File: config.mk
export PLATFORM = sky130hd
export DESIGN_NAME = pfv_front
export DESIGN_NICKNAME = d
export VERILOG_FILES = /design/src/rtl/pfv_pkg.sv /design/src/rtl/pfv_front.sv
export SDC_FILE = /design/constraint.sdc
export NUM_CORES = 1
export LEC_CHECK = 0
export BUFFER_PORTS_ARGS = -buffer_cell sky130_fd_sc_hd__buf_4
export CAP_MARGIN = 20
export CORE_MARGIN = 2
export CORE_UTILIZATION = 30
export DETAILED_ROUTE_END_ITERATION = 6
export PLACE_DENSITY = 0.48
export SYNTH_ARGS = -nofsm -noshare
export SYNTH_HDL_FRONTEND = slang
export SYNTH_SLANG_ARGS = --single-unit
export TNS_END_PERCENT = 20
File: constraint.sdc
create_clock -name clk_i -period 9.24 [get_ports clk_i]
set_input_delay 1.386 -clock clk_i [delete_from_list [all_inputs] [get_ports clk_i]]
set_output_delay 1.386 -clock clk_i [all_outputs]
set_load 0.1 [all_outputs]
File: src/rtl/pfv_pkg.sv
// Package for the particle force and Verlet step block.
// Holds register defaults, the queue entry, result and config types, the
// sequencer states and the 32-bit clamp. Depends on nothing.
package pfv_pkg;

  localparam int QDEPTH = 2;

  localparam logic [30:0] CUT_RST  = 31'd65536;
  localparam logic [30:0] MIN_RST  = 31'd6554;
  localparam logic [30:0] INVM_RST = 31'd65536;
  localparam logic [30:0] DT_RST   = 31'd66;
  localparam logic [30:0] SIZE_RST = 31'd6553600;

  localparam logic signed [65:0] Q_MAX = 66'sd2147483647;
  localparam logic signed [65:0] Q_MIN = -66'sd2147483648;

  typedef enum logic [2:0] {
    REG_CUTOFF    = 3'd0,
    REG_MIN_R     = 3'd1,
    REG_INV_MASS  = 3'd2,
    REG_TIME_STEP = 3'd3,
    REG_DOMAIN    = 3'd4
  } cfg_reg_e;

  typedef struct packed {
    logic [30:0] cutoff;
    logic [30:0] min_r;
    logic [30:0] inv_mass;
    logic [30:0] dt;
    logic [30:0] size;
  } cfg_t;

  typedef struct packed {
    logic signed [31:0] own_x;
    logic signed [31:0] own_y;
    logic signed [31:0] own_vx;
    logic signed [31:0] own_vy;
    logic signed [31:0] dx;
    logic signed [31:0] dy;
    logic               do_force;
    logic               last;
  } item_t;

  typedef struct packed {
    logic signed [31:0] x;
    logic signed [31:0] y;
    logic signed [31:0] vx;
    logic signed [31:0] vy;
    logic               sat;
  } result_t;

  typedef struct packed {
    logic               sat;
    logic signed [31:0] val;
  } clamp_t;

  typedef enum logic [4:0] {
    S_IDLE, S_SQX, S_SQY, S_CUT, S_MIN, S_MAXR, S_SQRT, S_SPREP,
    S_DIVS, S_FINS, S_PMUL, S_PFIN, S_XMUL, S_XPREP, S_DIVX, S_XFIN,
    S_YMUL, S_YPREP, S_DIVY, S_YFIN, S_CHK, S_AMUL, S_VUPD, S_VMUL,
    S_PUPD, S_BNC, S_BCLAMP, S_OUT
  } back_state_e;

  function automatic clamp_t clamp32(input logic signed [65:0] v);
    clamp_t c;
    c.sat = 1'b0;
    c.val = v[31:0];
    if (v > Q_MAX) begin
      c.sat = 1'b1;
      c.val = 32'sh7FFFFFFF;
    end else if (v < Q_MIN) begin
      c.sat = 1'b1;
      c.val = 32'sh80000000;
    end
    return c;
  endfunction

endpackage

File: src/rtl/pfv_front.sv
// Front end: takes input words, forms the neighbour offset, classifies it
// against the cutoff box and queues the words that need work.
// Depends on pfv_pkg.
module pfv_front import pfv_pkg::*; #(
  parameter int Depth = QDEPTH
) (
  input  logic               clk_i,
  input  logic               rst_ni,
  input  logic               push,
  output logic               full,
  input  logic signed [31:0] own_x_i,
  input  logic signed [31:0] own_y_i,
  input  logic signed [31:0] own_vx_i,
  input  logic signed [31:0] own_vy_i,
  input  logic signed [31:0] other_x_i,
  input  logic signed [31:0] other_y_i,
  input  logic               other_valid_i,
  input  logic               last_neighbour_i,
  input  logic [30:0]        cutoff_i,
  output logic               q_valid_o,
  output item_t              q_item_o,
  input  logic               q_take_i
);

  localparam int PW = $clog2(Depth);
  localparam int CW = $clog2(Depth + 1);

  item_t             mem_q [Depth];
  logic [PW-1:0]     wr_ptr_q, wr_ptr_d, rd_ptr_q, rd_ptr_d;
  logic [CW-1:0]     cnt_q, cnt_d;
  logic signed [32:0] dx, dy, cut;
  logic              in_x, in_y, keep, wr, rd;
  item_t             item;

  assign dx   = $signed({other_x_i[31], other_x_i}) - $signed({own_x_i[31], own_x_i});
  assign dy   = $signed({other_y_i[31], other_y_i}) - $signed({own_y_i[31], own_y_i});
  assign cut  = $signed({2'b00, cutoff_i});
  assign in_x = (dx <= cut) && (dx >= -cut);
  assign in_y = (dy <= cut) && (dy >= -cut);

  always_comb begin
    item.own_x    = own_x_i;
    item.own_y    = own_y_i;
    item.own_vx   = own_vx_i;
    item.own_vy   = own_vy_i;
    item.dx       = dx[31:0];
    item.dy       = dy[31:0];
    item.do_force = other_valid_i && in_x && in_y;
    item.last     = last_neighbour_i;
  end

  assign keep      = item.do_force || item.last;
  assign full      = (cnt_q == CW'(Depth));
  assign q_valid_o = (cnt_q != '0);
  assign q_item_o  = mem_q[rd_ptr_q];
  assign wr        = push && !full && keep;
  assign rd        = q_take_i && q_valid_o;

  always_comb begin
    wr_ptr_d = wr_ptr_q;
    rd_ptr_d = rd_ptr_q;
    cnt_d    = cnt_q;
    if (wr) begin
      wr_ptr_d = (wr_ptr_q == PW'(Depth - 1)) ? '0 : wr_ptr_q + 1'b1;
    end
    if (rd) begin
      rd_ptr_d = (rd_ptr_q == PW'(Depth - 1)) ? '0 : rd_ptr_q + 1'b1;
    end
    if (wr && !rd) begin
      cnt_d = cnt_q + 1'b1;
    end else if (rd && !wr) begin
      cnt_d = cnt_q - 1'b1;
    end
  end

  always_ff @(posedge clk_i or negedge rst_ni) begin
    if (!rst_ni) begin
      wr_ptr_q <= '0;
      rd_ptr_q <= '0;
      cnt_q    <= '0;
    end else begin
      wr_ptr_q <= wr_ptr_d;
      rd_ptr_q <= rd_ptr_d;
      cnt_q    <= cnt_d;
    end
  end

  always_ff @(posedge clk_i) begin
    if (wr) begin
      mem_q[wr_ptr_q] <= item;
    end
  end

  a_cnt_bound: assert property (@(posedge clk_i) disable iff (!rst_ni)
    cnt_q <= CW'(Depth))
    else $error("queue count beyond depth");

  a_drop: assert property (@(posedge clk_i) disable iff (!rst_ni)
    (push && !full && !keep && !rd) |=> $stable(cnt_q))
    else $error("dropped word changed queue fill");

endmodule

==> results of run 1 <==
registers in the layout, summed over array words and instances (netlist names):
signal / cells
cnt_q: 2
rd_ptr_q: 1
wr_ptr_q: 1
mem_q: 388
power by group through the flow:
stage / logic (mW) / clock network, mW / registers (mW)
after detailed placement: 4.75 / 0 / 2.44
after CTS: 4.76 / 1.81 / 2.41
after global placement: 4.74 / 0 / 2.43
final: 4.71 / 1.75 / 2.40
after global routing: 4.93 / 1.87 / 2.43
after floorplan: 3.69 / 0 / 2.43
cell families (layout without fill, tap and decap cells):
kind of cell	Yosys count	count (layout)	share of synthesized area, %
other cells	0	5	0
buf+inv	152	649	2.71
simple gates	294	294	6.99
compound gates	293	293	8.92
fa+ha+maj	192	192	11.5
mux	194	194	10.4
flops	392	392	55.8
xor+xnor	88	88	3.82
synthesized netlist by cell type, drive strengths merged, types with 2 or more instances:
master and instances:
a31oi 10, mux2 194, o21a 17, inv 122, nor3 30, a211oi 15, dfrtp 4, nor2 70
nor2b 16, nand4 26, and4 4, or2 4, or4 4, xor2 21, nand2 66, buf 4
o211ai 9, o41ai 2, a21oi 90, a31o 3, o31ai 6, or3 7, and3 7, xnor2 66
a211o 6, edfxtp 388, fa 2, nor4 8, o211a 2, nand3 28, ha 189, a311oi 4
clkbuf 26, and2 5, o21bai 10, a21boi 8, a221o 2, o221ai 2, a21o 31, o21ai 59
a2111oi 7, nand2b 16
critical path, delay by kind of cell:
family                   cells  cell delay (ps)
AO/OA/AOI/OAI               12             2520
XOR/XNOR                     1              420
adder cells (fa/ha/maj)      3              640
buffers and inverters        3              590
AND/OR/NAND/NOR              8             2300
stage by stage:
stage | total power [mW] | TNS, ps | area, sq um | std cells | hold slack (ps)
CTS | 8.98 | 0 | 27100 | 3042 | 485
floorplan | 6.12 | -275070 | 21100 | 1605 | 447
global placement | 7.17 | 0 | 25600 | 2964 | 472
finish | 8.85 | 0 | 27100 | 3047 | 484
global route | 9.23 | 0 | 27100 | 3044 | 492
detailed placement | 7.19 | 0 | 25600 | 2964 | 472
routing by layer:
layer | vias to the layer above | part of all wire, %
met2 | 329 | 48
met5 | - | 0.18
met4 | 16 | 2.6
met1 | 6987 | 42
li1 | 7017 | -
met3 | 99 | 7.4
worst max-delay path by stage:
stage                      startpoint  slack (ps)                 endpoint  depth (start not counted)
after global placement     own_x_i[0]         860  mem_q[1][118]$_DFFE_PP_                         27
after detailed placement   own_x_i[0]         850  mem_q[1][121]$_DFFE_PP_                         27
after floorplan           cutoff_i[4]       -1420    mem_q[1][0]$_DFFE_PP_                         20
after CTS                  own_x_i[0]        1460   mem_q[0][89]$_DFFE_PP_                         27
after global routing       own_x_i[0]        1030   mem_q[1][38]$_DFFE_PP_                         28
final                      own_x_i[0]        1470   mem_q[1][39]$_DFFE_PP_                         27
placed cells by master (no fill, tap or decap), drive strengths merged, types with 3 or more instances in the layout:
cell type	instances
xor2	21
dfrtp	4
a31o	3
a2111oi	7
clkinv	16
a31oi	10
and4	4
nor2b	16
a211o	6
nand2b	16
a21oi	90
a21o	31
bufinv	4
buf	449
nand4	26
diode	5
nand2	66
o31ai	6
or2	4
ha	189
or4	4
xnor2	66
o21bai	10
clkbuf	54
mux2	194
nor2	70
o21ai	59
o211ai	9
a211oi	15
nor4	8
and3	7
o21a	17
inv	124
or3	7
edfxtp	388
nand3	28
a311oi	4
a21boi	8
and2	5
nor3	30
area by class of cell:
cell class	count	area, sq um	area share (%)
Inverter	122	458	1.69
Timing Repair Buffer	449	3470	12.8
Multi-Input combinational cell	1061	8760	32.4
Tap cell	940	1180	4.34
Sequential cell	392	11800	43.4
Clock inverter	24	263	0.970
Antenna cell	5	12.5	0.0462
Clock buffer	54	1180	4.36
==> impl_metrics.toml, run 1 <==
[outcome]
status = "completed"

[setup_path]
worstPathArrival_ps = 8000
slowest_delay_ps = 490
r2r_slack_ps = 6270
crit_required_ps = 9460
criticalPathCategory = "primary input to register"
ff2ff_path_depth = 6
cp_max_fo = 76
r2r_end = "mem_q[1][39]$_DFFE_PP_"
crit_path_start_kind = "primary input"
r2r-start = "cnt_q[1]$_DFFE_PN0P_"
slowest_stage = "and2_4"
worst_setup_path_end_kind = "register"
path_common_cell = "a21oi_1"

[power_and_ir_drop]
switching_share_pct = 49.1
power_leakage_nw = 10.8
power_density_nw_per_um2 = 327
power.share.sequential_pct = 27.1
p_int_mw = 4.50
p_switching_mw = 4.35
combPwrFrac_pct = 53.1
clkPwrFrac_pct = 19.7
vdd_ir_drop_max_mv = 0.227

[clocking]
post_cts_resized = 0
clock_path_buffers = 3
post_cts_buffers = 0
clock-sinks = 392
insertion_delay_ps = 590
cts_tree = "yes"
clockRootBuffer = "clkbuf_16"
h-tree-depth = 2
clk_pin_slew_worst_paths_ps = 60
cts_made_buffers = 46
hold_buffers = 0

[global_route]
antenna_found_initial = 13
grt_pass1_wl_mm = 87.1
grt_pass1_vias = 14900
gr-max-usage-layer = "met2"
grt_use_met3_pct = 4.74
grt_overflow = 0
grt_util_met1_pct = 19.3
grt_max_degree = 77
met2_usage_pct = 26.5
grt_util_all_layers_pct = 15.8

[sta]
hold_viol = 0
fmax_mhz = 129
layout_min_cycle_time_ps = 7770
setup_viol = 0
drv_slew = 0
min_period_over_period_pct = 84.1
finClkSkew_ps = 14.2
slew_headroom_pct = 32.2
fin_ws_ps = 1470
rsz0062_at_grt = "no"
tightest_slew_ps = 1010

[min_path]
min_path_cells = 1
hold_end = "cnt_q[1]$_DFFE_PN0P_"
worstHoldStart = "cnt_q[1]$_DFFE_PN0P_"
hp-class = "register to register"

[placement]
pre_cts_ws_ps = 849
globalplace.congestion = 0.847
port_buffers = 424
dp_hpwl_mm = 45.8

[synth]
synth.area.top_cells = "edfxtp_1, ha_1, mux2_2, xnor2_1, inv_1"
syn_area_per_cell_sq_um = 13.1
synth_edf_count = 388
ys_ff_latch = 392
synth_area_sq_um = 21100
synthArstFlopShare_pct = 1.02
ys_seq_area_share_pct = 55.8
synth_cell_type_count = 64
synth_fp_nets = 2025
synth.largest_area_cell = "edfxtp_1"
syn_inst = 1605
yosysWarnings = 0
synth_top_area_share_pct = 55.3
synth_ff_type = "edfxtp_1"

[floorplan]
rows = 97
initial_core_util_pct = 30.2
dieWidth_microns = 269
dieArea_sq_um = 72400
fp.coreArea_sq_um = 69800
pin_count = 425
die_h_microns = 269

[drt]
routedWlPerCell_microns = 19.3
drc = 0
routed_wirelength_mm = 58.9
dr.pass1.iters = 5
drt-initial-drc-count = 656
final_antenna_net_count = 0
vias = 14400
via_per_inst = 4.74

[cells_and_area]
drive_gt1_share_pct = 34.5
syn2layout_area_growth_pct = 28.5
fin_util_pct = 38.8
nets = 2492
fillers = 6745

[run]
max_cap_violations = 0
Note: power is estimated with default switching activity, not from simulation.
==> run 2, diff against run 1 <==
--- a/config.mk
+++ b/config.mk
@@ -5,12 +5,13 @@
 export SDC_FILE = /design/constraint.sdc
 export NUM_CORES = 1
 export LEC_CHECK = 0
+export ABC_AREA = 1
 export BUFFER_PORTS_ARGS = -buffer_cell sky130_fd_sc_hd__buf_4
 export CAP_MARGIN = 20
 export CORE_MARGIN = 2
 export CORE_UTILIZATION = 30
 export DETAILED_ROUTE_END_ITERATION = 6
-export PLACE_DENSITY = 0.48
+export PLACE_DENSITY = 0.49
 export SYNTH_ARGS = -nofsm -noshare
 export SYNTH_HDL_FRONTEND = slang
 export SYNTH_SLANG_ARGS = --single-unit
==> constraint.sdc (replaced) <==
create_clock -name clk_i -period 6.7 [get_ports clk_i]
set_input_delay 1.005 -clock clk_i [delete_from_list [all_inputs] [get_ports clk_i]]
set_output_delay 1.005 -clock clk_i [all_outputs]
set_load 0.1 [all_outputs]
==> run 2 against run 1 <==
  * Area after synthesis rose by 2.1%
  * Global-route usage rose by 1.6 points
  * First-iteration DRC count rose by 38%
  * Clock skew rose by 8.7 ps
  * Non-clock buffer count rose by 6
  * Critical endpoint is now mem_q[1][155]$_DFFE_PP_
  * Critical path type unchanged
==> impl_metrics.toml, run 2 <==
[floorplan]
pin_count = 425
fp.coreArea_sq_um = 71200
dieArea_sq_um = 73900
dieWidth_microns = 272
rows = 98
die_h_microns = 272
initial_core_util_pct = 30.2

[cells_and_area]
drive_gt1_share_pct = 23.6
layout_commonest_cell = "nand2_1"
reg_top3 = "mem_q (388), cnt_q (2)"
syn2layout_area_growth_pct = 29.0
largest_register = "mem_q"
largest_register_ffs = 388
nets = 3066
final_cell_mix = "nand2_1, buf_4, edfxtp_1"

[synth]
syn_area_per_cell_sq_um = 9.84
synth_ff_type = "edfxtp_1"
ys_seq_area_share_pct = 54.6
synthTopCellsByCount = "nand2_1, edfxtp_1, ha_1"
synth_edf_count = 388
synth.most_common_cell = "nand2_1"
synth.area.top_cells = "edfxtp_1, nand2_1, ha_1, inv_1, a21oi_1"
synth_fp_nets = 2607
yosysWarnings = 0
ys_ff_latch = 392
synth.largest_area_cell = "edfxtp_1"
synthArstFlopShare_pct = 1.02
synth_cell_type_count = 56
synth_top_area_share_pct = 54.2
synth_area_sq_um = 21500
syn_inst = 2187

[clocking]
cts_tree = "yes"
cts_made_buffers = 46
clk_pin_slew_worst_paths_ps = 60
post_cts_resized = 0
hold_buffers = 0
h-tree-depth = 2
insertion_delay_ps = 580
clock-sinks = 392
post_cts_buffers = 0
clockRootBuffer = "clkbuf_16"
clock_path_buffers = 3

[drt]
wl_met1_mm = 28.6
highest_layer = "met5"
via_per_inst = 4.61
vias = 16800
dr.pass1.iters = 5
drt-initial-drc-count = 902
drc = 0
routedWlPerCell_microns = 18.1
wl_met3_mm = 3.63
routed_wirelength_mm = 65.9
final_antenna_net_count = 0
met2_length_mm = 32.7

[setup_path]
slowest_delay_ps = 380
crit_path_start_kind = "primary input"
worst_setup_path_end_kind = "register"
worstPathArrival_ps = 6080
path_common_cell = "nand2_1"
crit_required_ps = 6960
cp_max_fo = 27
r2r_slack_ps = 4600
slowest_stage = "ha_1"
criticalPathCategory = "primary input to register"

[power_and_ir_drop]
p_int_mw = 5.99
p_switching_mw = 7.24
power_leakage_nw = 12.4
switching_share_pct = 54.7
finalPower_mw = 13.2
clkPwrFrac_pct = 18.0
power.share.sequential_pct = 24.5
power_density_nw_per_um2 = 477
vdd_ir_drop_max_mv = 0.387
combPwrFrac_pct = 57.5

[placement]
port_buffers = 424
globalplace.congestion = 0.898
dp_hpwl_mm = 51.3
pre_cts_ws_ps = 399

[global_route]
grt_overflow = 0
grt_max_degree = 122
grt_pass1_wl_mm = 98.8
antenna_found_initial = 4
grt_pass1_vias = 16600
grt_util_all_layers_pct = 17.4

[min_path]
hp-class = "primary input to asynchronous set/reset pin"

[sta]
setup_viol = 0
min_period_over_period_pct = 86.9
fin_ws_ps = 878
tightest_slew_ps = 1170
finClkSkew_ps = 22.9
rsz0062_at_grt = "no"
fmax_mhz = 172
layout_min_cycle_time_ps = 5820
slew_headroom_pct = 21.9
hold_viol = 0
drv_slew = 0

[outcome]
status = "completed"

[run]
max_cap_violations = 0
==> run 2: changes by cell type in the layout (fill, tap and decap cells not counted), sizes merged, moves of 29 or more <==
cell	previous run	this run
nand2	66	826
nor2	70	99
inv	124	202
mux2	194	0
xor2	21	60
xnor2	66	23
nand3	28	62
==> run 2: metrics by stage <==
stage	setup TNS, ps	utilization, %	instance area, sq um	std cells	hold slack, ps
after floorplan	-281460	-	21700	2187	442
after global placement	0	36.9	26300	3548	463
after detailed placement	0	36.9	26300	3548	477
after CTS	0	39.0	27800	3633	161
after global routing	0	39.0	27800	3633	180
final	0	39.0	27800	3634	212
==> run 2: power by group through the flow <==
stage	Combinational (mW)	Clock, mW	Sequential [mW]
final	7.60	2.38	3.25
after global routing	8.01	2.57	3.28
after CTS	7.70	2.48	3.26
after detailed placement	7.68	0	3.30
after global placement	7.65	0	3.30
after floorplan	5.80	0	3.27
==> run 2: cells by family after synthesis <==
family,Yosys count,synth area share (%)
AO/OA/AOI/OAI,222,5.98
XOR/XNOR,83,3.45
adder cells (fa/ha/maj),191,11.2
buffers and inverters,245,4.28
flip-flops,392,54.6
AND/OR/NAND/NOR,1054,20.5
==> run 2: layout make-up <==
cell class              instances  area [sq um]
flip-flops and latches        392         11800
repair buffers                455          3580
fillers                      7114         43500
diodes                          1          2.50
well taps                     950          1190
multi-input cells            1550          9010
clock buffers                  52          1170
clock inverters                33           259
inverters                     201           783
==> run 2: routing by layer <==
| layer | global-route usage [%] | vias to the layer above |
|---|---|---|
| met4 | 3.69 | 6 |
| met1 | 22.2 | 7974 |
| met3 | 3.51 | 67 |
| met2 | 30.5 | 392 |
| met5 | 0 | - |
| li1 | - | 8327 |
==> run 2: critical path: cells and delay by family <==
kind | cells | cell delay [ps]
xor gates and xnor gates | 1 | 370
and+or+nand+nor | 16 | 2330
buffers and inverters | 5 | 670
adders and majority gates | 2 | 590
AOI/OAI and AO/OA | 6 | 1060
==> run 2: final timing paths <==
path | startpoint | end | cells after the start
setup / recovery | own_x_i[2] | mem_q[1][155]$_DFFE_PP_ | 30
max in group asynchronous | rst_ni | rd_ptr_q$_DFFE_PN0P_ | 1
min in group clk_i | wr_ptr_q$_DFFE_PN0P_ | wr_ptr_q$_DFFE_PN0P_ | 2
hold reg to reg | wr_ptr_q$_DFFE_PN0P_ | wr_ptr_q$_DFFE_PN0P_ | 2
hold / removal | rst_ni | cnt_q[1]$_DFFE_PN0P_ | 1
setup reg to reg | rd_ptr_q$_DFFE_PN0P_ | rd_ptr_q$_DFFE_PN0P_ | 3
